### src/rtl/dbd_pkg.sv
// dbd_pkg: shared types and constants of the detector box decoder.
// Used by every module of the block but dbd_fifo; depends on nothing.
package dbd_pkg;

    localparam int MAX_CLASSES_DEF = 128;
    localparam int MAX_IMAGE_DEF   = 4096;
    localparam int FRAC_BITS_DEF   = 14;
    localparam int QUEUE_DEPTH     = 2;

    localparam int VALUE_W = 24;
    localparam int INV_W   = 22;
    localparam int INV_FRAC = 16;
    localparam int PAD_W   = 10;
    localparam int IMG_W   = 13;
    localparam int THR_W   = 15;
    localparam int NCLS_W  = 8;
    localparam int CLASS_W = 7;
    localparam int CFG_IDX_W  = 3;
    localparam int CFG_DATA_W = 22;

    typedef enum logic [CFG_IDX_W-1:0] {
        REG_SCORE_THRESHOLD = 3'd0,
        REG_INV_RATIO_X     = 3'd1,
        REG_INV_RATIO_Y     = 3'd2,
        REG_PAD_LEFT        = 3'd3,
        REG_PAD_TOP         = 3'd4,
        REG_IMAGE_WIDTH     = 3'd5,
        REG_IMAGE_HEIGHT    = 3'd6,
        REG_CLASS_CNT       = 3'd7
    } t_reg_idx;

    typedef struct packed {
        logic [THR_W-1:0]  score_threshold;
        logic [INV_W-1:0]  inv_ratio_x;
        logic [INV_W-1:0]  inv_ratio_y;
        logic [PAD_W-1:0]  pad_left;
        logic [PAD_W-1:0]  pad_top;
        logic [IMG_W-1:0]  image_width;
        logic [IMG_W-1:0]  image_height;
        logic [NCLS_W-1:0] class_cnt;
    } t_cfg;

    // Row that passed the threshold, handed from front to back.
    typedef struct packed {
        logic [VALUE_W-1:0] cx;
        logic [VALUE_W-1:0] cy;
        logic [VALUE_W-1:0] w;
        logic [VALUE_W-1:0] h;
        logic [VALUE_W-1:0] score;
        logic [CLASS_W-1:0] cls;
    } t_cand;

    typedef struct packed {
        logic [CLASS_W-1:0] class_id;
        logic [VALUE_W-1:0] confidence;
        logic [11:0]        box_left;
        logic [11:0]        box_top;
        logic [12:0]        box_width;
        logic [12:0]        box_height;
    } t_result;

endpackage

### src/rtl/dbd_front.sv
// dbd_front: row sequencer; stores coordinates, tracks the best class and
// issues a candidate when a row ends at or above threshold. Uses dbd_pkg.
module dbd_front #(
    parameter int MAX_CLASSES = dbd_pkg::MAX_CLASSES_DEF
) (
    input  logic                        i_clk,
    input  logic                        i_rst_n,
    input  dbd_pkg::t_cfg               i_cfg,
    input  logic                        i_accept,
    input  logic [dbd_pkg::VALUE_W-1:0] i_value,
    output logic                        o_cand_valid,
    output dbd_pkg::t_cand              o_cand
);
    localparam int CLS_W = (MAX_CLASSES > 1) ? $clog2(MAX_CLASSES) : 1;

    logic [dbd_pkg::VALUE_W-1:0] r_coord [4];
    logic [1:0]                  r_phase;
    logic                        r_in_scores;
    logic [CLS_W-1:0]            r_idx;
    logic [dbd_pkg::VALUE_W-1:0] r_best;
    logic [CLS_W-1:0]            r_best_cls;

    logic [dbd_pkg::VALUE_W-1:0] n_best;
    logic [CLS_W-1:0]            n_best_cls;
    logic [31:0]                 nc;
    logic [CLS_W-1:0]            last_idx;
    logic                        take, row_end, pass;

    // effective class count: zero means one, capped at MAX_CLASSES
    always_comb begin
        nc = 32'(i_cfg.class_cnt);
        if (nc == 32'd0) begin
            nc = 32'd1;
        end
        if (nc > 32'(MAX_CLASSES)) begin
            nc = 32'(MAX_CLASSES);
        end
        last_idx = CLS_W'(nc - 32'd1);
    end

    // first score always loads; later ones only when strictly greater
    assign take       = (r_idx == '0) || (i_value > r_best);
    assign n_best     = take ? i_value : r_best;
    assign n_best_cls = take ? r_idx : r_best_cls;
    assign row_end    = (r_idx >= last_idx);
    assign pass       = (n_best >= dbd_pkg::VALUE_W'(i_cfg.score_threshold));

    assign o_cand_valid = i_accept && r_in_scores && row_end && pass;
    always_comb begin
        o_cand.cx    = r_coord[0];
        o_cand.cy    = r_coord[1];
        o_cand.w     = r_coord[2];
        o_cand.h     = r_coord[3];
        o_cand.score = n_best;
        o_cand.cls   = dbd_pkg::CLASS_W'(n_best_cls);
    end

    always_ff @(posedge i_clk) begin
        if (i_accept && !r_in_scores) begin
            r_coord[r_phase] <= i_value;
        end
    end

    always_ff @(posedge i_clk) begin
        if (!i_rst_n) begin
            r_phase     <= '0;
            r_in_scores <= 1'b0;
            r_idx       <= '0;
            r_best      <= '0;
            r_best_cls  <= '0;
        end else if (i_accept) begin
            if (!r_in_scores) begin
                r_phase <= r_phase + 1'b1;
                if (r_phase == 2'd3) begin
                    r_in_scores <= 1'b1;
                    r_idx       <= '0;
                end
            end else begin
                r_best     <= n_best;
                r_best_cls <= n_best_cls;
                if (row_end) begin
                    r_in_scores <= 1'b0;
                    r_phase     <= '0;
                end else begin
                    r_idx <= r_idx + 1'b1;
                end
            end
        end
    end
endmodule

### config.mk
export PLATFORM = sky130hd
export DESIGN_NAME = dbd_front
export DESIGN_NICKNAME = d
export VERILOG_FILES = /design/src/rtl/dbd_pkg.sv /design/src/rtl/dbd_front.sv
export SDC_FILE = /design/constraint.sdc
export NUM_CORES = 1
export LEC_CHECK = 0
export ABC_AREA = 1
export BUFFER_PORTS_ARGS = -buffer_cell sky130_fd_sc_hd__clkbuf_2
export CAP_MARGIN = 25
export CORE_UTILIZATION = 45
export CTS_BUF_LIST = sky130_fd_sc_hd__clkbuf_16
export DETAILED_ROUTE_END_ITERATION = 10
export GPL_TIMING_DRIVEN = 0
export PLACE_DENSITY = 0.82
export SLEW_MARGIN = 15
export SYNTH_ARGS = -nofsm -noshare
export SYNTH_HDL_FRONTEND = slang
export SYNTH_SLANG_ARGS = --single-unit
### constraint.sdc
create_clock -name i_clk -period 7.8 [get_ports i_clk]
set_clock_uncertainty 0.15 [all_clocks]
set_input_delay 1.56 -clock i_clk [delete_from_list [all_inputs] [get_ports i_clk]]
set_output_delay 1.56 -clock i_clk [all_outputs]
set_load 0.05 [all_outputs]
==> metrics.txt, run 1 <==
first-pass GRT wire length=approximately 23000 µm; commonest cells after routing, fill and taps aside=177 x clkbuf_2, 135 x inv_1, 114 x nand2_1; CTS clock-pin slew for the worst setup and hold paths=~60 ps; largest net degree at the start of global routing=25; port bufs=177; Syn Area/Cell=a little under 10 µm²; Worst Path Required=roughly 6100 ps; Congestion Overflow GR=0; PwrDens=223 nW/µm²; clk buf depth=2; vias in the first global route=approximately 4500; Slew Viols, Final=0; Clock Power Share=between 40% and 50%; type of origin of the critical path=input pin; H-tree level count=4; Rel. slew slack=45.6%; antenna-violating nets left=0; fmax=between 100 and 150 MHz; Hold Fails Final Rpt=0; Initial Utilization=roughly 46%; layout cells sized above 1=a little over a quarter; Syn. warnings=0; chip height=about 120 µm; Routed Wire Length=approximately 15000 µm; final setup fails=0; Routability Congestion=between 0.8 and 0.9; CP Launch Point=i_value[15]; RSZ-0062 raised after global routing=false; Die Width=between 100 and 150 µm; ys async rst share=0%; Slew @ Worst Pin=815 ps; Worst Path Arrival=5120 ps; Post-CTS Setup Bufs=0; Iteration-0 DRC Markers=approximately 160; crit end category=output pin; worst-case reg-to-reg path depth=13; CTS tree=built; R2R Setup Slk=about 5400 ps; CTS resizes=0; reg2reg start=r_best[15]; Hold WC Path Type=register to register; CP Max Fanout=10; CP top delay family=simple AND/OR/NAND/NOR gates; TritonCTS Buffers=17; CTS root buf=clkbuf_16; syn_nets=842; LEAKAGE=~4 nW; DRT Pass-1 Iters=4; antenna violations before repair=0; path length in cells of the critical path=29; switching power=~0.0005 W; IO Count=268; Rows=43; Post-Synthesis Cells=~650; Via density=4.77; Core ar.=13900 µm²; Setup TNS=0 ps; Seq pwr share=between 40 and 50%; # fillers=between 1000 and 1500; Sw Share=between 20 and 30%; Slowest-stage cell, CP=ha_1; Detail Placement HPWL=roughly 11000 µm; P&R area growth vs syn=27.9%; Seq cells post-synth=137; Setup crit end=o_cand_valid; Cell Area, Synth=~6400 µm²; WHS=392 ps; nets=about 1000; leading cell type in the layout, fill and taps excluded=clkbuf_2; Crit path largest cell delay=320 ps; Die ar.=between 10000 and 15000 µm²; hold buffer count at cts=0; total of max-cap violations=0; most common flop cell mapped by yosys=edfxtp_1; clk_lat worst skew=roughly 400 ps; drt wl/cell=between 10 and 15 µm; period utilization=between 80% and 90%; fin crit period=6830 ps; Worst Path Buf+Inv=4; clock sink count=around 140; post-route DRC violation count=0; most frequent CP cell=nand2_1; r2r endpoint=r_best[13]; GRT Util Overall=a little over a fifth; Synth cell types=33; Internal Pwr Total=around 0.0013 W; Setup CP Type=input pin to output pin; Seq/Total Area, Yosys=roughly 57%; outcome=completed; number of flops mapped to enable cells by yosys=96; Antenna Cells=0; DR vias=~5000; share of total power in combinational logic=13.8%; peak supply drop=around 0.00015 V
[power by group through the flow]
| stage | Clock (W) | Combinational, W | Sequential, W |
|---|---|---|---|
| 4_1_cts | 0.000785 | 0.000256 | 0.000812 |
| 5_1_grt | 0.000820 | 0.000276 | 0.000813 |
| 3_3_place_gp | 0 | 0.000243 | 0.000827 |
| 3_5_place_dp | 0 | 0.000255 | 0.000827 |
| 6_report | 0.000772 | 0.000254 | 0.000811 |
| 2_1_floorplan | 0 | 0.000111 | 0.000890 |
[metal layers]
metal / part of all wire (%) / vias up / track usage (%)
li1: - / 2535 / -
met1: 46 / 2271 / 26.8
met2: 48 / 147 / 34.5
met3: 5.4 / 11 / 5.20
met4: 0.98 / 0 / 6.64
met5: 0 / - / 0
[tightest hold or removal path, delay by kind of cell (launching register included)]
kind,cells,cell delay (ps)
AO/OA/AOI/OAI,1,70
flip-flops,1,340
AND/OR/NAND/NOR,1,80
[cell type report]
type	count	area (µm²)	area share, %
inverters	136	510	6.19
multi-input cells	362	2170	26.3
flip-flops and latches	137	3700	44.9
well taps	180	225	2.73
clock inverters	15	150	1.82
clock buffers	17	425	5.16
repair buffers	180	968	11.7
plain buffers	14	95.1	1.15
[flip-flops by register name, indices dropped and copies added, names as in the netlist]
register     count
r_phase          2
r_coord         96
r_idx            7
r_in_scores      1
r_best          24
r_best_cls       7
[cell usage after synthesis, types with 2 or more instances]
cell type,count,area (µm²)
nand3_1,19,95.1
nand4_1,4,25.0
dfxtp_1,41,821
nand2_2,2,12.5
nor3_1,7,35.0
buf_6,3,33.8
nor4_1,2,12.5
xor2_1,3,26.3
a211oi_1,3,22.5
inv_1,135,507
clkbuf_1,9,33.8
nor2_1,27,101
o21ai_1,30,150
o21ai_0,26,130
a21oi_1,54,270
xnor2_1,6,52.6
nand2_1,114,428
edfxtp_1,96,2880
a21o_1,2,15.0
ha_1,53,663
[worst min-delay path by stage]
stage,start,to,slack (ps),cells after the start
finish,r_phase[1],r_phase[1],390,2
global route,r_phase[1],r_phase[1],420,2
CTS,r_phase[1],r_phase[1],400,2
detailed placement,r_phase[1],r_phase[1],370,2
global placement,r_phase[1],r_phase[1],340,2
floorplan,r_phase[1],r_phase[1],320,2
[kinds of logic after synthesis]
family / count (synthesis) / synth area share [%]
xor+xnor: 9 / 1.22
fa+ha+maj: 53 / 10.3
buf+inv: 150 / 9.39
simple gates: 181 / 12.0
compound gates: 119 / 9.62
flops: 137 / 57.4
[metrics by stage]
stage | utilization [%] | cell area [µm²] | setup WS (ps) | power [W] | cells
finish | 59.2 | 8250 | 970 | 0.00184 | 1041
global route | 59.2 | 8250 | 701 | 0.00191 | 1041
CTS | 59.2 | 8250 | 981 | 0.00185 | 1041
detailed placement | 55.1 | 7670 | 992 | 0.00108 | 1009
global placement | 54.3 | 7560 | 1010 | 0.00107 | 1006
floorplan | - | 6450 | 1240 | 0.00100 | 649
No activity file was read; power rests on OpenSTA's default activity.
==> inputs of run 2 (changes only) <==
--- a/config.mk
+++ b/config.mk
@@ -6,13 +6,13 @@
 export NUM_CORES = 1
 export LEC_CHECK = 0
 export ABC_AREA = 1
-export BUFFER_PORTS_ARGS = -buffer_cell sky130_fd_sc_hd__clkbuf_2
 export CAP_MARGIN = 25
 export CORE_UTILIZATION = 45
 export CTS_BUF_LIST = sky130_fd_sc_hd__clkbuf_16
 export DETAILED_ROUTE_END_ITERATION = 10
+export DONT_BUFFER_PORTS = 1
 export GPL_TIMING_DRIVEN = 0
-export PLACE_DENSITY = 0.82
+export PLACE_DENSITY = 0.66
 export SLEW_MARGIN = 15
 export SYNTH_ARGS = -nofsm -noshare
 export SYNTH_HDL_FRONTEND = slang
==> run 2 against run 1 <==
Net effect: via count shrank 7.8%; die area is the same; final cell count shrank 14%; clock power grew 4.1%; largest cell class unchanged; sequential power grew 8.1%; cell area shrank 8.0%.
==> metrics.txt, run 2 (synthesis results as in run 1) <==
post-route cell area=7580 µm² (-8.0%); Post-DP Area=6940 µm² (-9.6%); Hold WC Path Type=register to register; total of max-cap violations=0 (unchanged); fin cells=893 (-14%); chip height=122 µm (unchanged); GRT Util Overall=20.3% (-0.52 points); clk_lat worst skew=420 ps (about the same); peak supply drop=0.000134 V (-7.9%); post-route DRC violation count=0 (unchanged); Worst Path Arrival=5190 ps (+70 ps); fin crit period=6900 ps (+68.0 ps); busiest layer in global routing=met2; Via density=5.12 (+7.5%); commonest cells after routing, fill and taps aside=136 x inv_1, 114 x nand2_1, 96 x edfxtp_1; type of origin of the critical path=input pin; met3 usage=5.57% (+0.37 points); fmax=145 MHz (-0.99%); Routed Wire Length=14800 µm (+0.76%); port bufs=0 (-100%); Slew Viols, Final=0 (unchanged); final setup fails=0 (unchanged); Setup CP Type=input pin to output pin; H-tree level count=4 (unchanged); first-pass GRT wire length=22300 µm (-2.9%); Placement Setup Slack=556 ps (-436 ps); CTS resizes=0 (unchanged); clock sink count=137 (unchanged); vias in the first global route=4439 (-2.2%); CTS tree=built; Largest Register=r_coord; DRT Pass-1 Iters=5 (+1); Initial Utilization=46.3% (unchanged); antenna-violating nets left=0 (unchanged); TritonCTS Buffers=17 (unchanged); outcome=completed; leading cell type in the layout, fill and taps excluded=inv_1; Routability Congestion=0.781 (-4.4%); RSZ-0062 raised after global routing=false; layout cells sized above 1=9.40% (-17 points); Congestion Overflow GR=0 (unchanged); Iteration-0 DRC Markers=253 (+61%); Setup TNS=0 ps (unchanged); met2 GRT Util=35.4% (+0.89 points); CTS clock-pin slew for the worst setup and hold paths=60 ps (about the same); Core ar.=13900 µm² (unchanged); Die ar.=14800 µm² (unchanged); hold buffer count at cts=0 (unchanged); max reg flops=96 (unchanged); nets=893 (-14%); PwrDens=243 nW/µm² (+9.0%); Post-CTS Setup Bufs=0 (unchanged); Slew @ Worst Pin=1070 ps (+259 ps); WHS=361 ps (-30.3 ps); clk buf depth=2 (unchanged); final worst slack=902 ps (-68.0 ps); Antenna Cells=0 (unchanged); crit end category=output pin; antenna violations before repair=0 (unchanged); largest net degree at the start of global routing=21 (-16%); drt wl/cell=16.6 µm (+17%); Worst Path Required=6090 ps (about the same); LEAKAGE=3.31 nW (-16%); met1 Use GR=23.3% (-3.4 points); CTS root buf=clkbuf_16; DR vias=4576 (-7.8%); Hold Fails Final Rpt=0 (unchanged); Rel. slew slack=27.9% (-18 points); Detail Placement HPWL=11100 µm (+0.83%); CP Max Fanout=10 (unchanged); Die Width=122 µm (unchanged); Inst Count DP=853 (-15%); IO Count=268 (unchanged); Rows=43 (unchanged); P&R area growth vs syn=17.6%; period utilization=88.4% (+0.87 points); biggest registers after layout=r_coord (96), r_best (24)
==> run 2: power by group <==
group          switching, W  internal, W  leakage, nW  total, W
Combinational      0.000110    0.0000501         1.81  0.000160
Sequential        0.0000700     0.000807         1.21  0.000877
Clock              0.000301     0.000503        0.290  0.000804
Total              0.000481      0.00136         3.31   0.00184
==> run 2: final timing paths <==
path              slack, ps        start             to  depth (start not counted)
hold reg to reg         360   r_phase[1]     r_phase[1]                          2
hold / removal          360   r_phase[1]     r_phase[1]                          2
setup / recovery        900  i_value[15]   o_cand_valid                         21
setup reg to reg       4770   r_best[23]  r_best_cls[5]                         13
==> run 2: routing by layer <==
layer	up-vias	wire, µm
li1	2243	-
met1	2157	6260
met2	162	7250
met3	14	1130
met4	0	191
met5	-	0
==> run 2: area by class of cell <==
class / instances / area [µm²]
clock inverter: 15 / 176
buffer: 14 / 95.1
sequential: 137 / 3700
fill: 1159 / 6350
inverter: 136 / 510
tap: 180 / 225
timing repair buffer: 32 / 279
clock buffer: 17 / 425
multi-input combinational: 362 / 2170
==> run 2: metrics by stage <==
stage	utilization, %	power, W
6_report	54.4	0.00184
5_1_grt	54.4	0.00190
4_1_cts	54.1	0.00185
3_5_place_dp	49.8	0.00105
3_3_place_gp	47.9	0.00103
2_1_floorplan	-	0.00100
==> run 2: critical path, stage by stage <==
cell	delay, ps
ha_1	280
nand2_1	70
nor2_1	150
nand4_1	120
nor2_2	120
nand3_1	120
nand2_4	190
nand2_8	100
buf_6	160
o21ai_1	830
ha_1	400
a21oi_1	150
nand2_1	80
nand2_1	60
nand2_1	80
nand2_1	80
nand2_1	70
a21oi_2	160
nand3_1	110
nand2_1	80
inv_1	200
==> inputs of run 3 (changes only) <==
--- a/config.mk
+++ b/config.mk
@@ -12,7 +12,7 @@
 export DETAILED_ROUTE_END_ITERATION = 10
 export DONT_BUFFER_PORTS = 1
 export GPL_TIMING_DRIVEN = 0
-export PLACE_DENSITY = 0.66
+export PLACE_DENSITY = 0.68
 export SLEW_MARGIN = 15
 export SYNTH_ARGS = -nofsm -noshare
 export SYNTH_HDL_FRONTEND = slang
==> run 3 against run 2 <==
Net effect: first-iteration DRC count rose by 13%; clock power is 7.6% lower; final cell count up 0.11%; non-clock buffer count grew 1; sequential power barely moved; global-route usage is 0.28 points higher; largest power group unchanged; highest routed layer unchanged.
==> metrics.txt, run 3 (synthesis results as in run 1) <==
outcome=completed; Routed Wire Length=14800 µm (about the same); peak supply drop=0.000116 V (-14%); Initial Utilization=46.3% (unchanged); Crit path largest cell delay=270 ps (-560 ps); clock sink count=137 (unchanged); nets=894 (+0.11%); period utilization=86.1% (-2.3 points); CTS resizes=0 (unchanged); clk buf depth=2 (unchanged); Post-CTS Setup Bufs=0 (unchanged); Post-DP Area=6910 µm² (-0.40%); Detail Placement HPWL=10800 µm (-2.0%); post-route DRC violation count=0 (unchanged); crit end category=output pin; clk_lat worst skew=410 ps (about the same); vias in the first global route=4418 (-0.47%); Die ar.=14800 µm² (unchanged); IO Count=268 (unchanged); Rows=43 (unchanged); first-pass GRT wire length=22800 µm (+2.4%); type of origin of the critical path=input pin; Slew @ Worst Pin=1060 ps (-13.9 ps); hold buffer count at cts=0 (unchanged); Worst Path Required=6090 ps (about the same); most frequent CP cell=nand2_1; hold endpoint=r_phase[1]; Setup TNS=0 ps (unchanged); reg2reg start=r_best[23]; antenna violations before repair=0 (unchanged); Die Width=122 µm (unchanged); GRT Util Overall=20.6% (+0.28 points); leading cell type in the layout, fill and taps excluded=inv_1; RSZ-0062 raised after global routing=false; biggest registers after layout=r_coord (96), r_best (24); hold path startpoint=r_phase[1]; LEAKAGE=3.27 nW (-1.2%); fin crit period=6720 ps (-181 ps); met2 GRT Util=33.5% (-1.9 points); Rel. slew slack=28.9% (+0.93 points); Via density=5.11 (-0.31%); Worst Path Arrival=5010 ps (-180 ps); chip height=122 µm (unchanged); Antenna Cells=0 (unchanged); hold path depth=2 (unchanged); CTS root buf=clkbuf_16; TritonCTS Buffers=17 (unchanged); Hold WC Path Type=register to register; Iteration-0 DRC Markers=287 (+13%); R2R Setup Slk=4750 ps (-20 ps); met1 Use GR=24.9% (+1.6 points); r2r endpoint=r_best_cls[3]; commonest cells after routing, fill and taps aside=135 x inv_1, 114 x nand2_1, 96 x edfxtp_1; drt wl/cell=16.6 µm (-0.15%); Largest Register=r_coord; busiest layer in global routing=met2; max reg flops=96 (unchanged); CTS tree=built; met3 usage=7.40% (+1.8 points); total of max-cap violations=0 (unchanged); antenna-violating nets left=0 (unchanged); Core ar.=13900 µm² (unchanged); P&R area growth vs syn=16.4%; PwrDens=237 nW/µm² (-2.4%); # fillers=1171 (+1.0%); largest net degree at the start of global routing=25 (+19%); Hold Fails Final Rpt=0 (unchanged); port bufs=0 (unchanged); CTS clock-pin slew for the worst setup and hold paths=60 ps (about the same); fmax=149 MHz (+2.7%); layout cells sized above 1=9.24% (-0.15 points); Setup CP Type=input pin to output pin; DR vias=4567 (-0.20%); Congestion Overflow GR=0 (unchanged); DRT Pass-1 Iters=4 (-1); Routability Congestion=0.874 (+12%); Slew Viols, Final=0 (unchanged); Slowest-stage cell, CP=ha_1; final setup fails=0 (unchanged); CP Max Fanout=10 (unchanged); worst-case reg-to-reg path depth=13 (unchanged); H-tree level count=4 (unchanged); post-route cell area=7510 µm² (-1.0%)
[run 3: changes by cell type in the layout (fill, tap and decap cells not counted), sizes merged]
cell	previous run	this run
buf	33	34
clkinvlp	3	4
clkinv	7	8
bufinv	3	1
[run 3: final cells by class]
| class | instances | area [µm²] | area share, % |
|---|---|---|---|
| Clock buffer | 17 | 425 | 5.67 |
| Multi-Input combinational cell | 362 | 2170 | 28.9 |
| Buffer | 14 | 95.1 | 1.27 |
| Sequential cell | 137 | 3700 | 49.3 |
| Tap cell | 180 | 225 | 3.00 |
| Timing Repair Buffer | 33 | 251 | 3.35 |
| Inverter | 136 | 510 | 6.80 |
| Clock inverter | 15 | 126 | 1.68 |
[run 3: layer usage]
metal,part of all wire [%],routed length (µm)
met4,1.9,281
met1,44,6460
met2,47,7030
met5,0,0
met3,7.1,1050
[run 3: power by group]
part | switching, W | internal (W)
logic | 0.000110 | 0.0000482
registers | 0.0000702 | 0.000807
clock network | 0.000306 | 0.000437
[run 3: how the worst max path moves through the flow]
stage / slack (ps) / from / depth (start not counted) / end
floorplan: 1240 / i_value[15] / 27 / o_cand_valid
global placement: 520 / i_value[15] / 27 / o_cand_valid
detailed placement: 610 / i_value[23] / 20 / o_cand_valid
CTS: 590 / i_value[23] / 20 / o_cand_valid
global route: 740 / i_value[15] / 29 / o_cand_valid
finish: 1080 / i_value[15] / 29 / o_cand_valid
[run 3: per-stage QoR]
stage	cells	util, %	worst slack [ps]	hold slack [ps]	power (W)
detailed placement	854	49.6	609	362	0.00105
floorplan	649	-	1240	323	0.00100
CTS	886	53.6	591	370	0.00179
global placement	829	47.9	520	337	0.00103
global route	894	53.9	740	416	0.00184
finish	894	53.9	1080	379	0.00178
[run 3: worst max-delay path, delay by kind of cell]
| family | cells | cell delay (ps) |
|---|---|---|
| AND/OR/NAND/NOR | 21 | 1840 |
| AO/OA/AOI/OAI | 2 | 340 |
| adder cells (fa/ha/maj) | 2 | 490 |
| buffers and inverters | 4 | 760 |
