[config.mk]
export PLATFORM = sky130hd
export DESIGN_NAME = dbd_fifo
export DESIGN_NICKNAME = d
export VERILOG_FILES = /design/src/rtl/dbd_fifo.sv
export SDC_FILE = /design/constraint.sdc
export NUM_CORES = 1
export LEC_CHECK = 0
export BUFFER_PORTS_ARGS = -buffer_cell sky130_fd_sc_hd__buf_4
export CORE_MARGIN = 3
export CORE_UTILIZATION = 36
export CTS_CLUSTER_SIZE = 28
export DETAILED_ROUTE_END_ITERATION = 10
export PLACE_DENSITY_LB_ADDON = 0.15
export SLEW_MARGIN = 20
export SYNTH_ARGS = -nofsm -noshare
export SYNTH_HDL_FRONTEND = slang
export SYNTH_SLANG_ARGS = --single-unit
export TNS_END_PERCENT = 5
[constraint.sdc]
create_clock -name i_clk -period 2.2 [get_ports i_clk]
set_clock_uncertainty 0.2 [all_clocks]
set_input_delay 0.33 -clock i_clk [delete_from_list [all_inputs] [get_ports i_clk]]
set_output_delay 0.33 -clock i_clk [all_outputs]
set_load 0.01 [all_outputs]
[src/rtl/dbd_fifo.sv]
// dbd_fifo: small register queue with push/full and pop/empty sides.
// Depends on nothing; payload is a plain vector.
module dbd_fifo #(
    parameter int W     = 8,
    parameter int DEPTH = 2
) (
    input  logic         i_clk,
    input  logic         i_rst_n,
    input  logic         i_push,
    input  logic [W-1:0] i_data,
    output logic         o_full,
    input  logic         i_pop,
    output logic         o_empty,
    output logic [W-1:0] o_data
);
    localparam int AW = (DEPTH > 1) ? $clog2(DEPTH) : 1;
    localparam int CW = $clog2(DEPTH + 1);

    logic [W-1:0]  r_mem [DEPTH];
    logic [AW-1:0] r_wr, r_rd;
    logic [CW-1:0] r_count;
    logic          do_push, do_pop;

    assign o_full  = (r_count == CW'(DEPTH));
    assign o_empty = (r_count == '0);
    assign o_data  = r_mem[r_rd];
    assign do_push = i_push && !o_full;
    assign do_pop  = i_pop && !o_empty;

    always_ff @(posedge i_clk) begin
        if (do_push) begin
            r_mem[r_wr] <= i_data;
        end
    end

    always_ff @(posedge i_clk) begin
        if (!i_rst_n) begin
            r_wr    <= '0;
            r_rd    <= '0;
            r_count <= '0;
        end else begin
            if (do_push) begin
                r_wr <= (r_wr == AW'(DEPTH - 1)) ? '0 : r_wr + 1'b1;
            end
            if (do_pop) begin
                r_rd <= (r_rd == AW'(DEPTH - 1)) ? '0 : r_rd + 1'b1;
            end
            if (do_push && !do_pop) begin
                r_count <= r_count + 1'b1;
            end else if (do_pop && !do_push) begin
                r_count <= r_count - 1'b1;
            end
        end
    end
endmodule

==> results.rst, run 1 <==
.. list-table::
   :header-rows: 1

   * - Metric
     - Value
   * - Status
     - complete, no violations
   * - Crit path launch type
     - flop
   * - Worst setup margin
     - 0.2997 ns
   * - Number of buffers inserted by hold repair at cts
     - 0
   * - Worst skew pair latency
     - 0.29 ns
   * - Final max-slew violation count
     - 0
   * - Vias
     - 483
   * - Worst Path Arrival
     - 1.37 ns
   * - Row cnt
     - 16
   * - Antenna violations before repair
     - 0
   * - Slew at the pin closest to its max-slew limit
     - 0.3918 ns
   * - Clock tree root buffer cell
     - clkbuf_4
   * - N_diodes
     - 0
   * - Cell Count, Final, Fillers Out
     - 108
   * - Final weighted congestion in routability-driven placement
     - 0.6299
   * - Fin nets
     - 95
   * - Post-route antenna net violation count
     - 0
   * - Final global-route overflow total
     - 0
   * - Layout overhead on the synthesized area
     - 34.78%
   * - DP Wirelength
     - 891.5 microns
   * - Peak VDD IR
     - 0.0006007 V
   * - FILL cells
     - 181
   * - DRT Pass-1 Iters
     - 3
   * - Post-Synthesis Mean Instance Area
     - 16.19 sq um
   * - Total DRC errors in the routed layout
     - 0
   * - Number of clock sinks
     - 21
   * - Die ar.
     - 2854 sq um
   * - Post-CTS Repair Setup Buffers
     - 0
   * - Number of synthesis warnings
     - 0
   * - Storage element area
     - 580.6 sq um
   * - Cell leakage power
     - 0.4296 nW
   * - Chip Height
     - 53.42 microns
   * - Count of final setup violators
     - 0
   * - Minimum setup slack after placement
     - 0.4726 ns
   * - Worst Hold Margin
     - 0.02141 ns
   * - Initial standard-cell utilization of the core
     - 39.64%
   * - Cell count after synthesis
     - 50
   * - Worst max-slew margin expressed relative to the limit
     - 73.88%
   * - Register-to-register path setup slack
     - 0.45 ns
   * - CTS tree
     - built
   * - Clock slew seen by the registers of the worst setup and hold paths
     - 0.11 ns
   * - Post-Synthesis Net Count
     - 63
   * - Count of state elements after synthesis
     - 21
   * - Layout cells sized above 1
     - 44.44%
   * - Final total negative setup slack
     - 0 ns
   * - Maximum fanout along the worst path
     - 8
   * - Largest net degree at the start of global routing
     - 13
   * - Wire length of the first global-routing pass
     - 1952 microns
   * - Register area share after synthesis
     - 71.72%
   * - Vias in the first global route
     - 475
   * - DIE WIDTH
     - 53.42 microns
   * - Maximum clock frequency
     - 0.5262 GHz
   * - Drt total wl
     - 1248 microns
   * - TritonCTS buffer count
     - 3
   * - Number of buffers added on ports
     - 21
   * - R2R Path End
     - r_count[1]
   * - RSZ-0062 raised after global routing
     - no
   * - Final hold violation count
     - 0
   * - Minimum clock period after layout
     - 1.900 ns
   * - Maximum buffer depth of the clock tree
     - 2
   * - Share of the clock period used by the worst path after layout
     - 86.38%
   * - Setup CP Type
     - flop to output port
   * - Detailed Route Iter0 Violations
     - 4
   * - Sort of element at the end of the critical path
     - output port
   * - Worst r2r path cells
     - 6
   * - Vias per inst
     - 4.472
   * - Area of the core
     - 2042 sq um
   * - Power density over cell area
     - 1026 nW/um^2
   * - Placed Cells incl. Taps
     - 98
   * - H-tree level count
     - 1
   * - Post-Synthesis Cell Area
     - 809.5 sq um
   * - Launch point of the worst reg-to-reg path
     - r_count[0]
   * - Required time of the critical path
     - 1.67 ns
   * - Final routed wire length divided by cell count
     - 11.56 microns
   * - Capturing instance or port of the critical path
     - o_data[1]
   * - Type of the most critical hold path
     - input port to flop
   * - Count of distinct cell types in the synthesized netlist
     - 20
   * - Number of primary I/O pins
     - 22
   * - Area used by multi-input combinational logic
     - 216.5 sq um
   * - Number of gates given a new drive strength after cts
     - 0
   * - Max Cap Viol
     - 0
   * - Overall Global Routing Usage
     - 9.501%
## report_power, final
group / internal [W] / switching (W) / leakage (nW) / total [W]
Combinational: 0.000225 / 0.000164 / 0.221 / 0.000389
Sequential: 0.000506 / 0.0000496 / 0.191 / 0.000555
Clock: 0.0000675 / 0.000107 / 0.0177 / 0.000175
## cells in the final DEF (no fill, tap or decap), types with 2 or more instances in the layout
cell type      netlist  final
xnor2_1              2      2
nor2_1               2      2
clkbuf_4             0      3
dfxtp_1              5      5
and2_1               3      3
mux2_2               8      8
edfxtp_1            16     16
dlygate4sd3_1        0      6
buf_4                0     22
## worst max-delay path: stages (launching register included)
cell and delay [ns]:
dfxtp_1 0.55, mux2_2 0.39, buf_4 0.14
## synthesized netlist by cell type
library cell | number | area, sq um
edfxtp_1 | 16 | 480.5
mux2_2 | 8 | 90.09
dfxtp_1 | 5 | 100.1
and2_1 | 3 | 18.77
nor2_1 | 2 | 7.510
xnor2_1 | 2 | 17.52
a21boi_0 | 1 | 7.510
a21boi_1 | 1 | 7.510
and3_1 | 1 | 6.260
buf_2 | 1 | 5.000
ha_1 | 1 | 12.51
inv_1 | 1 | 3.750
inv_2 | 1 | 3.750
nand2b_1 | 1 | 6.260
nor3_2 | 1 | 10.01
o21a_1 | 1 | 7.510
o21ai_0 | 1 | 5.000
o21ai_1 | 1 | 5.000
or3_1 | 1 | 6.260
xor2_1 | 1 | 8.760
## stage by stage
stage                     util [%]  area, sq um  total power, W
final                        53.43         1091        0.001119
after global routing         53.43         1091        0.001203
after CTS                    50.49         1031        0.001128
after detailed placement     49.14         1003       0.0009514
after global placement       49.14         1003       0.0009500
after floorplan                  -        809.5       0.0007915
## flip-flops by register name, summed over array words and instances, names as in the netlist, named ones only
register	cells
r_mem	16
r_count	2
r_rd	1
r_wr	1
## layer usage
| layer | vias up | share of wire (%) | track usage [%] |
|---|---|---|---|
| li1 | 245 | - | - |
| met1 | 220 | 47 | 11.74 |
| met2 | 16 | 46 | 16.12 |
| met3 | 2 | 6.2 | 2.535 |
| met4 | 0 | 0.72 | 2.553 |
| met5 | - | 0 | 0 |
## how the worst min path moves through the flow
stage	startpoint	endpoint	slack [ns]	depth (start not counted)
detailed placement	r_count[1]	r_count[1]	0.32	2
global placement	r_count[1]	r_count[1]	0.31	2
floorplan	i_data[0]	r_mem[0][0]	0.23	0
finish	i_data[4]	r_mem[0][4]	0.02	1
global route	i_data[4]	r_mem[0][4]	0.001	1
CTS	i_data[1]	r_mem[0][1]	0.01	1
## cell type report
type	instances	share of cell area (%)
inverters	2	0.6881
clock buffers	3	2.064
multi-input cells	26	19.84
flip-flops and latches	21	53.21
repair buffers	28	20.64
well taps	27	3.096
clock inverters	1	0.4587
## cell families after synthesis
logic type,count (synthesis),share of synthesized area (%)
AND/OR/NAND/NOR,9,6.803
multiplexers,8,11.13
flip-flops,21,71.72
adder cells (fa/ha/maj),1,1.545
AO/OA/AOI/OAI,5,4.018
XOR/XNOR,3,3.246
buffers and inverters,3,1.544
Note: power is estimated with default switching activity, not from simulation.
==> inputs of run 2 (changes only) <==
--- a/config.mk
+++ b/config.mk
@@ -5,6 +5,7 @@
 export SDC_FILE = /design/constraint.sdc
 export NUM_CORES = 1
 export LEC_CHECK = 0
+export ABC_AREA = 1
 export BUFFER_PORTS_ARGS = -buffer_cell sky130_fd_sc_hd__buf_4
 export CORE_MARGIN = 3
 export CORE_UTILIZATION = 36
==> run 2 against run 1 <==
  * Hold slack improved by 0.058 ns
  * Sequential share of layout area decreased by 1.9 points
  * Largest cell class unchanged
  * Core utilization increased by 1.5 points
  * First-iteration DRC count grew to 3.0 times the previous value
  * Via count rose by 15%
  * Area after synthesis is 1.7% higher
  * Critical path depth did not move
  * Power is 0.93% lower
  * Fmax is 0.96% lower
  * Register-to-register slack better by 0.14 ns
  * Global-route usage up 1.4 points
  * Cell area increased by 3.8%
==> results.rst, run 2 <==
.. list-table::
   :header-rows: 1

   * - Metric
     - Value
   * - Top library cells by usage in the layout, fill and taps aside
     - buf_4 (23), edfxtp_1 (16), nor2_1 (10)
   * - Worst r2r path cells
     - 9 (+3)
   * - List of most frequent post-synthesis cells
     - edfxtp_1 (16), nor2_1 (10), inv_1 (8), mux2_2 (8), nand2_1 (6)
   * - Cell count after synthesis
     - 63 (+26%)
   * - CTS tree
     - built
   * - Maximum clock frequency
     - 0.5212 GHz (-0.96%)
   * - Type of the most critical hold path
     - input port to flop
   * - Share of the clock period used by the worst path after layout
     - 87.21% (+0.84 points)
   * - Count of distinct cell types in the synthesized netlist
     - 15 (-25%)
   * - Area post-placement
     - 1025 sq um (+2.1%)
   * - Minimum clock period after layout
     - 1.919 ns (+0.01844 ns)
   * - Internal power consumption
     - 0.0007700 W (-3.5%)
   * - Post-Synthesis Cell Area
     - 823.3 sq um (+1.7%)
   * - Most frequent standard cell in the layout excluding fill and tap cells
     - buf_4
   * - Share of Yosys cell area claimed by the top area cell type
     - 58.36% (-0.99 points)
   * - Most common cell in the synthesized netlist
     - edfxtp_1
   * - Vias in the first global route
     - 520 (+9.5%)
   * - Number of flip-flops under the largest register name
     - 16 (unchanged)
   * - Clock slew seen by the registers of the worst setup and hold paths
     - 0.11 ns (about the same)
   * - Post-Synthesis Mean Instance Area
     - 13.07 sq um (-19%)
   * - Setup CP Type
     - flop to output port
   * - Total DRC errors in the routed layout
     - 0 (unchanged)
   * - Maximum fanout along the worst path
     - 8 (unchanged)
   * - Post-Synthesis Net Count
     - 76 (+21%)
   * - Post-Layout Inst Area
     - 1132 sq um (+3.8%)
   * - DIE WIDTH
     - 53.82 microns (+0.75%)
   * - Fin nets
     - 111 (+17%)
   * - Number of buffers inserted by hold repair at cts
     - 5 (+5)
   * - N_diodes
     - 0 (unchanged)
   * - Number of primary I/O pins
     - 22 (unchanged)
   * - Area of the core
     - 2062 sq um (+0.98%)
   * - Vias per inst
     - 4.492 (+0.44%)
   * - RSZ-0062 raised after global routing
     - no
   * - Post-route antenna net violation count
     - 0 (unchanged)
   * - Global Route met3 Usage
     - 4.709% (+2.2 points)
   * - Count of state elements after synthesis
     - 21 (unchanged)
   * - Sequential group share of total power
     - 49.9% (+0.3 points)
   * - FILL cells
     - 181 (unchanged)
   * - Final total negative setup slack
     - 0 ns (unchanged)
   * - Global routing's busiest layer
     - met2
   * - Wire length of the first global-routing pass
     - 2118 microns (+8.5%)
   * - Top delay family on crit path
     - flip-flops
   * - Final global-route overflow total
     - 0 (unchanged)
   * - Layout overhead on the synthesized area
     - 37.54%
   * - Capturing instance or port of the critical path
     - o_data[7]
   * - Required time of the critical path
     - 1.67 ns (about the same)
   * - Number of synthesis warnings
     - 0 (unchanged)
   * - Vias
     - 557 (+15%)
   * - Register with the highest flop count
     - r_mem
   * - Final max-slew violation count
     - 0 (unchanged)
   * - Cell leakage power
     - 0.4720 nW (+9.9%)
   * - Chip Height
     - 53.82 microns (+0.75%)
   * - Layout cells sized above 1
     - 39.18% (-5.3 points)
   * - Critical path buffers and inverters
     - 1 (unchanged)
   * - Number of clock sinks
     - 21 (unchanged)
   * - Slowest Stage Delay on Critical Path
     - 0.56 ns (about the same)
   * - Launch point of the worst reg-to-reg path
     - r_count[0]
   * - Status
     - complete, no violations
   * - Net switching power
     - 0.0003388 W (+5.6%)
   * - Max Cap Viol
     - 0 (unchanged)
   * - Final hold violation count
     - 0 (unchanged)
   * - Row cnt
     - 16 (unchanged)
   * - Final weighted congestion in routability-driven placement
     - 0.7852 (+25%)
   * - Largest net degree at the start of global routing
     - 13 (unchanged)
   * - Yosys top cell by area
     - edfxtp_1
   * - Peak VDD IR
     - 0.0007383 V (+23%)
   * - Worst skew pair latency
     - 0.30 ns (about the same)
   * - Antenna violations before repair
     - 0 (unchanged)
   * - Die ar.
     - 2897 sq um (+1.5%)
   * - Detailed Route Iter0 Violations
     - 12 (+8)
   * - Most frequently used flop master after synthesis
     - edfxtp_1
   * - Top cells by area, synth
     - edfxtp_1 (58%), dfxtp_1 (12%), mux2_2 (11%)
   * - Clock group share of total power
     - 15.6% (about the same)
   * - Drt total wl
     - 1331 microns (+6.7%)
   * - R2R Path End
     - r_count[1]
   * - Number of enable-type register cells in the synthesized netlist
     - 16 (unchanged)
   * - Power density over cell area
     - 979.3 nW/um^2 (-4.5%)
   * - Crit path depth
     - 2 (unchanged)
   * - Worst Hold Margin
     - 0.07968 ns (+0.05827 ns)
   * - Async set or reset register ratio after synthesis
     - 0% (unchanged)
   * - TritonCTS buffer count
     - 3 (unchanged)
   * - Count of final setup violators
     - 0 (unchanged)
   * - Critical path's slowest cell
     - dfxtp_1
   * - Register area share after synthesis
     - 70.52% (-1.2 points)
   * - Gate power share
     - 34.5% (-0.3 points)
   * - Net switching fraction of the power
     - 30.56% (+1.9 points)
   * - Sort of element at the end of the critical path
     - output port
   * - DRT Pass-1 Iters
     - 4 (+1)
   * - Number of gates given a new drive strength after cts
     - 0 (unchanged)
   * - Post-CTS Repair Setup Buffers
     - 0 (unchanged)
   * - Met1 demand-to-capacity share in global routing
     - 10.41% (-1.3 points)
   * - Worst hold stages
     - 3 (+2)
   * - Crit path launch type
     - flop
   * - Registers with the most flip-flops
     - r_mem: 16 flops, r_count: 2 flops
   * - Clock tree root buffer cell
     - clkbuf_4
   * - Worst max-slew margin expressed relative to the limit
     - 75.25% (+1.4 points)
   * - List of cells traversed by the critical path
     - mux2_2 > buf_4
   * - Worst Path Arrival
     - 1.39 ns (+0.02 ns)
   * - Overall Global Routing Usage
     - 10.90% (+1.4 points)
   * - Maximum buffer depth of the clock tree
     - 2 (unchanged)
   * - Register-to-register path setup slack
     - 0.59 ns (+0.14 ns)
   * - Final routed wire length divided by cell count
     - 10.73 microns (-7.1%)
   * - Global routing usage on met2
     - 19.15% (+3.0 points)
   * - Slew at the pin closest to its max-slew limit
     - 0.3708 ns (-0.02106 ns)
   * - Number of buffers added on ports
     - 21 (unchanged)
   * - H-tree level count
     - 1 (unchanged)
   * - Initial standard-cell utilization of the core
     - 39.93% (+0.28 points)
   * - DP Wirelength
     - 965 microns (+8.2%)
-- run 2: through the flow --
stage	worst slack (ns)	std cells	utilization, %	total power [W]
after floorplan	0.6781	63	-	0.0007793
after global placement	0.6146	112	49.70	0.0009306
after detailed placement	0.6017	112	49.70	0.0009398
after CTS	0.2498	121	53.46	0.001124
after global routing	0.2175	124	54.92	0.001201
final	0.2813	124	54.92	0.001109
-- run 2: worst min path at each step --
stage / endpoint / start
floorplan: r_mem[0][0] / i_data[0]
finish: r_count[1] / i_rst_n
detailed placement: flop / r_rd
global route: r_count[1] / i_rst_n
global placement: r_rd / r_rd
CTS: r_mem[0][0] / i_data[0]
-- run 2: kinds of logic (layout without fill, tap and decap cells) --
logic type / Yosys count / after routing / synth area share, %
adder cells (fa/ha/maj): 1 / 1 / 1.520
AND/OR/NAND/NOR: 19 / 19 / 9.423
buffers and inverters: 10 / 44 / 4.710
flip-flops: 21 / 21 / 70.52
AO/OA/AOI/OAI: 4 / 4 / 2.887
multiplexers: 8 / 8 / 10.94
-- run 2: worst reg2reg max path: cells and delay by family, from the launching register on --
kind,cells,cell delay [ns]
adder cells (fa/ha/maj),1,0.31
AND/OR/NAND/NOR,5,0.43
flip-flops,1,0.44
buffers and inverters,3,0.17
-- run 2: power by group through the flow --
stage	Clock, W	Sequential (W)	Combinational, W
after CTS	0.000184	0.000555	0.000385
after floorplan	0	0.000540	0.000239
after detailed placement	0	0.000564	0.000376
final	0.000173	0.000554	0.000382
after global placement	0	0.000560	0.000370
after global routing	0.000202	0.000562	0.000437
-- run 2: layer usage --
| layer | wire length [microns] | vias to the layer above | share of wire [%] |
|---|---|---|---|
| met5 | 0 | - | 0 |
| met4 | 12 | 0 | 0.90 |
| met3 | 91 | 2 | 6.8 |
| met2 | 685 | 21 | 51 |
| met1 | 542 | 254 | 41 |
| li1 | - | 280 | - |
-- run 2: area by class of cell --
| class | count | area, sq um | share of cell area, % |
|---|---|---|---|
| flip-flops and latches | 21 | 580.6 | 51.27 |
| repair buffers | 31 | 252.7 | 22.32 |
| multi-input cells | 32 | 203.9 | 18.01 |
| inverters | 9 | 33.78 | 2.983 |
| well taps | 27 | 33.78 | 2.983 |
| clock buffers | 3 | 22.52 | 1.989 |
| clock inverters | 1 | 5.005 | 0.4420 |
==> inputs of run 3 (changes only) <==
--- a/config.mk
+++ b/config.mk
@@ -12,6 +12,7 @@
 export CTS_CLUSTER_SIZE = 28
 export DETAILED_ROUTE_END_ITERATION = 10
 export PLACE_DENSITY_LB_ADDON = 0.15
+export SETUP_SLACK_MARGIN = 0.5
 export SLEW_MARGIN = 20
 export SYNTH_ARGS = -nofsm -noshare
 export SYNTH_HDL_FRONTEND = slang
==> run 3 against run 2 <==
  * Flip-flop and latch count stayed put
  * Critical endpoint is now o_data[2]
  * Hold slack improved by 0.0017 ns
  * Critical path type unchanged
  * Worst setup slack improved by 0.19 ns
==> results.rst, run 3 (synthesis results as in run 2) <==
.. list-table::
   :header-rows: 1

   * - Metric
     - Value
   * - Clock tree root buffer cell
     - clkbuf_4
   * - Largest net degree at the start of global routing
     - 13 (unchanged)
   * - TritonCTS buffer count
     - 3 (unchanged)
   * - Chip Height
     - 53.82 microns (unchanged)
   * - Slowest Stage Delay on Critical Path
     - 0.45 ns (-0.11 ns)
   * - Gate power share
     - 37.3% (+2.8 points)
   * - Number of buffers added on ports
     - 21 (unchanged)
   * - Antenna violations before repair
     - 0 (unchanged)
   * - Fin nets
     - 111 (unchanged)
   * - Number of primary I/O pins
     - 22 (unchanged)
   * - Drt total wl
     - 1349 microns (+1.4%)
   * - List of cells traversed by the critical path
     - mux2_4 > buf_6
   * - Power density over cell area
     - 984.7 nW/um^2 (+0.56%)
   * - Worst Hold Margin
     - 0.08138 ns (+0.001699 ns)
   * - Worst r2r path cells
     - 9 (unchanged)
   * - N_diodes
     - 0 (unchanged)
   * - RSZ-0062 raised after global routing
     - yes
   * - Number of clock sinks
     - 21 (unchanged)
   * - Launch point of the worst reg-to-reg path
     - r_count[1]
   * - Max Cap Viol
     - 0 (unchanged)
   * - Sequential group share of total power
     - 48.1% (-1.8 points)
   * - Area of the core
     - 2062 sq um (unchanged)
   * - Final core utilization
     - 58.07% (+3.2 points)
   * - Net switching fraction of the power
     - 30.02% (-0.54 points)
   * - DIE WIDTH
     - 53.82 microns (unchanged)
   * - Type of the most critical hold path
     - input port to flop
   * - Worst hold stages
     - 3 (unchanged)
   * - Post-CTS Repair Setup Buffers
     - 0 (unchanged)
   * - Register with the highest flop count
     - r_mem
   * - Detailed Route Iter0 Violations
     - 12 (unchanged)
   * - Maximum buffer depth of the clock tree
     - 2 (unchanged)
   * - Wire length of the first global-routing pass
     - 2256 microns (+6.5%)
   * - Crit path launch type
     - flop
   * - H-tree level count
     - 1 (unchanged)
   * - Required time of the critical path
     - 1.67 ns (about the same)
   * - Vias per inst
     - 4.468 (-0.54%)
   * - Top delay family on crit path
     - flip-flops
   * - Worst Path Arrival
     - 1.20 ns (-0.19 ns)
   * - Row cnt
     - 16 (unchanged)
   * - CTS tree
     - built
   * - Share of the clock period used by the worst path after layout
     - 78.48% (-8.7 points)
   * - Hold Path Origin
     - i_rst_n
   * - Critical path buffers and inverters
     - 1 (unchanged)
   * - Vias
     - 554 (-0.54%)
   * - Maximum fanout along the worst path
     - 8 (unchanged)
   * - Final global-route overflow total
     - 0 (unchanged)
   * - Cell leakage power
     - 0.5114 nW (+8.4%)
   * - Clock group share of total power
     - 14.7% (-0.9 points)
   * - Maximum clock frequency
     - 0.5792 GHz (+11%)
   * - Clock slew seen by the registers of the worst setup and hold paths
     - 0.10 ns (about the same)
   * - Sort of element at the end of the critical path
     - output port
   * - Initial standard-cell utilization of the core
     - 39.93% (unchanged)
   * - Worst skew pair latency
     - 0.29 ns (about the same)
   * - Final routed wire length divided by cell count
     - 10.88 microns (+1.4%)
   * - Worst max-slew margin expressed relative to the limit
     - 88.67% (+13 points)
   * - Worst hold path endpoint
     - r_count[1]
   * - Setup CP Type
     - flop to output port
   * - Total DRC errors in the routed layout
     - 0 (unchanged)
   * - Net switching power
     - 0.0003539 W (+4.5%)
   * - Final max-slew violation count
     - 0 (unchanged)
   * - FILL cells
     - 173 (-4.4%)
   * - Internal power consumption
     - 0.0008251 W (+7.2%)
   * - Peak VDD IR
     - 0.0007571 V (+2.5%)
   * - Minimum clock period after layout
     - 1.726 ns (-0.1922 ns)
   * - Registers with the most flip-flops
     - r_mem: 16 flops, r_count: 2 flops
   * - Top library cells by usage in the layout, fill and taps aside
     - edfxtp_1 (16), buf_4 (15), nor2_1 (10)
   * - Number of flip-flops under the largest register name
     - 16 (unchanged)
   * - Overall Global Routing Usage
     - 11.77% (+0.87 points)
   * - DP Wirelength
     - 965 microns (unchanged)
   * - Critical path's slowest cell
     - dfxtp_4
   * - Count of final setup violators
     - 0 (unchanged)
   * - Vias in the first global route
     - 537 (+3.3%)
   * - Die ar.
     - 2897 sq um (unchanged)
   * - Final weighted congestion in routability-driven placement
     - 0.7852 (unchanged)
   * - DRT Pass-1 Iters
     - 4 (unchanged)
   * - Layout cells sized above 1
     - 41.24% (+2.1 points)
   * - Register-to-register path setup slack
     - 0.62 ns (+0.03 ns)
   * - Final total negative setup slack
     - 0 ns (unchanged)
   * - Post-route antenna net violation count
     - 0 (unchanged)
   * - R2R Path End
     - r_count[1]
   * - Final hold violation count
     - 0 (unchanged)
   * - Slew at the pin closest to its max-slew limit
     - 0.1700 ns (-0.2008 ns)
   * - Most frequent standard cell in the layout excluding fill and tap cells
     - edfxtp_1
   * - Layout overhead on the synthesized area
     - 45.44%
   * - Status
     - complete, no violations
==> run 3: changes by cell type in the layout (fill, tap and decap cells not counted) <==
cell and change:
mux2_2 -8, buf_6 +8, dfxtp_2 +1, dfxtp_1 -2, dfxtp_4 +1, buf_4 -8, mux2_4 +8
==> run 3: worst min-delay path: stages <==
cell     delay, ns
buf_4         0.13
nand2_1       0.06
nor2_1        0.03
==> run 3: per-layer routing <==
| layer | GRT usage (%) | vias to the layer above | part of all wire [%] |
|---|---|---|---|
| li1 | - | 283 | - |
| met1 | 11.63 | 252 | 43 |
| met2 | 20.16 | 17 | 50 |
| met3 | 4.709 | 2 | 6.0 |
| met4 | 7.660 | 0 | 1.5 |
| met5 | 0 | - | 0 |
==> run 3: power by group through the flow <==
| stage | Sequential (W) | Clock, W | Combinational, W |
|---|---|---|---|
| after detailed placement | 0.000564 | 0 | 0.000376 |
| final | 0.000567 | 0.000173 | 0.000439 |
| after global placement | 0.000560 | 0 | 0.000370 |
| after global routing | 0.000577 | 0.000202 | 0.000495 |
| after CTS | 0.000566 | 0.000184 | 0.000443 |
| after floorplan | 0.000540 | 0 | 0.000239 |
==> run 3: cell type report <==
| type | count | area [sq um] | area share (%) |
|---|---|---|---|
| Tap cell | 27 | 33.78 | 2.821 |
| Timing Repair Buffer | 31 | 282.8 | 23.62 |
| Clock inverter | 1 | 5.005 | 0.4180 |
| Multi-Input combinational cell | 32 | 234.0 | 19.54 |
| Sequential cell | 21 | 585.6 | 48.90 |
| Inverter | 9 | 33.78 | 2.821 |
| Clock buffer | 3 | 22.52 | 1.881 |
==> run 3: worst max path at each step <==
stage,endpoint,slack (ns),depth (start not counted)
floorplan,r_count[1],0.68,9
global placement,r_count[1],0.61,9
detailed placement,r_count[1],0.60,9
CTS,o_data[7],0.45,2
global route,o_data[7],0.42,2
finish,o_data[2],0.47,2
==> run 3: timing repair <==
action / in CTS / in global routing
pin swaps: 0 / 0
hold endpoints to repair: 10 / 6
gates resized for setup: 18 / 1
hold buffers: 5 / 3
endpoints found under the setup margin: 8 / 10
==> run 3: through the flow <==
stage / instance area (sq um) / instances / setup WS, ns / power (W)
5_1_grt: 1197 / 124 / 0.4173 / 0.001274
6_report: 1197 / 124 / 0.4735 / 0.001179
2_1_floorplan: 823.3 / 63 / 0.6781 / 0.0007793
4_1_cts: 1166 / 121 / 0.4476 / 0.001193
3_3_place_gp: 1025 / 112 / 0.6146 / 0.0009306
3_5_place_dp: 1025 / 112 / 0.6017 / 0.0009398
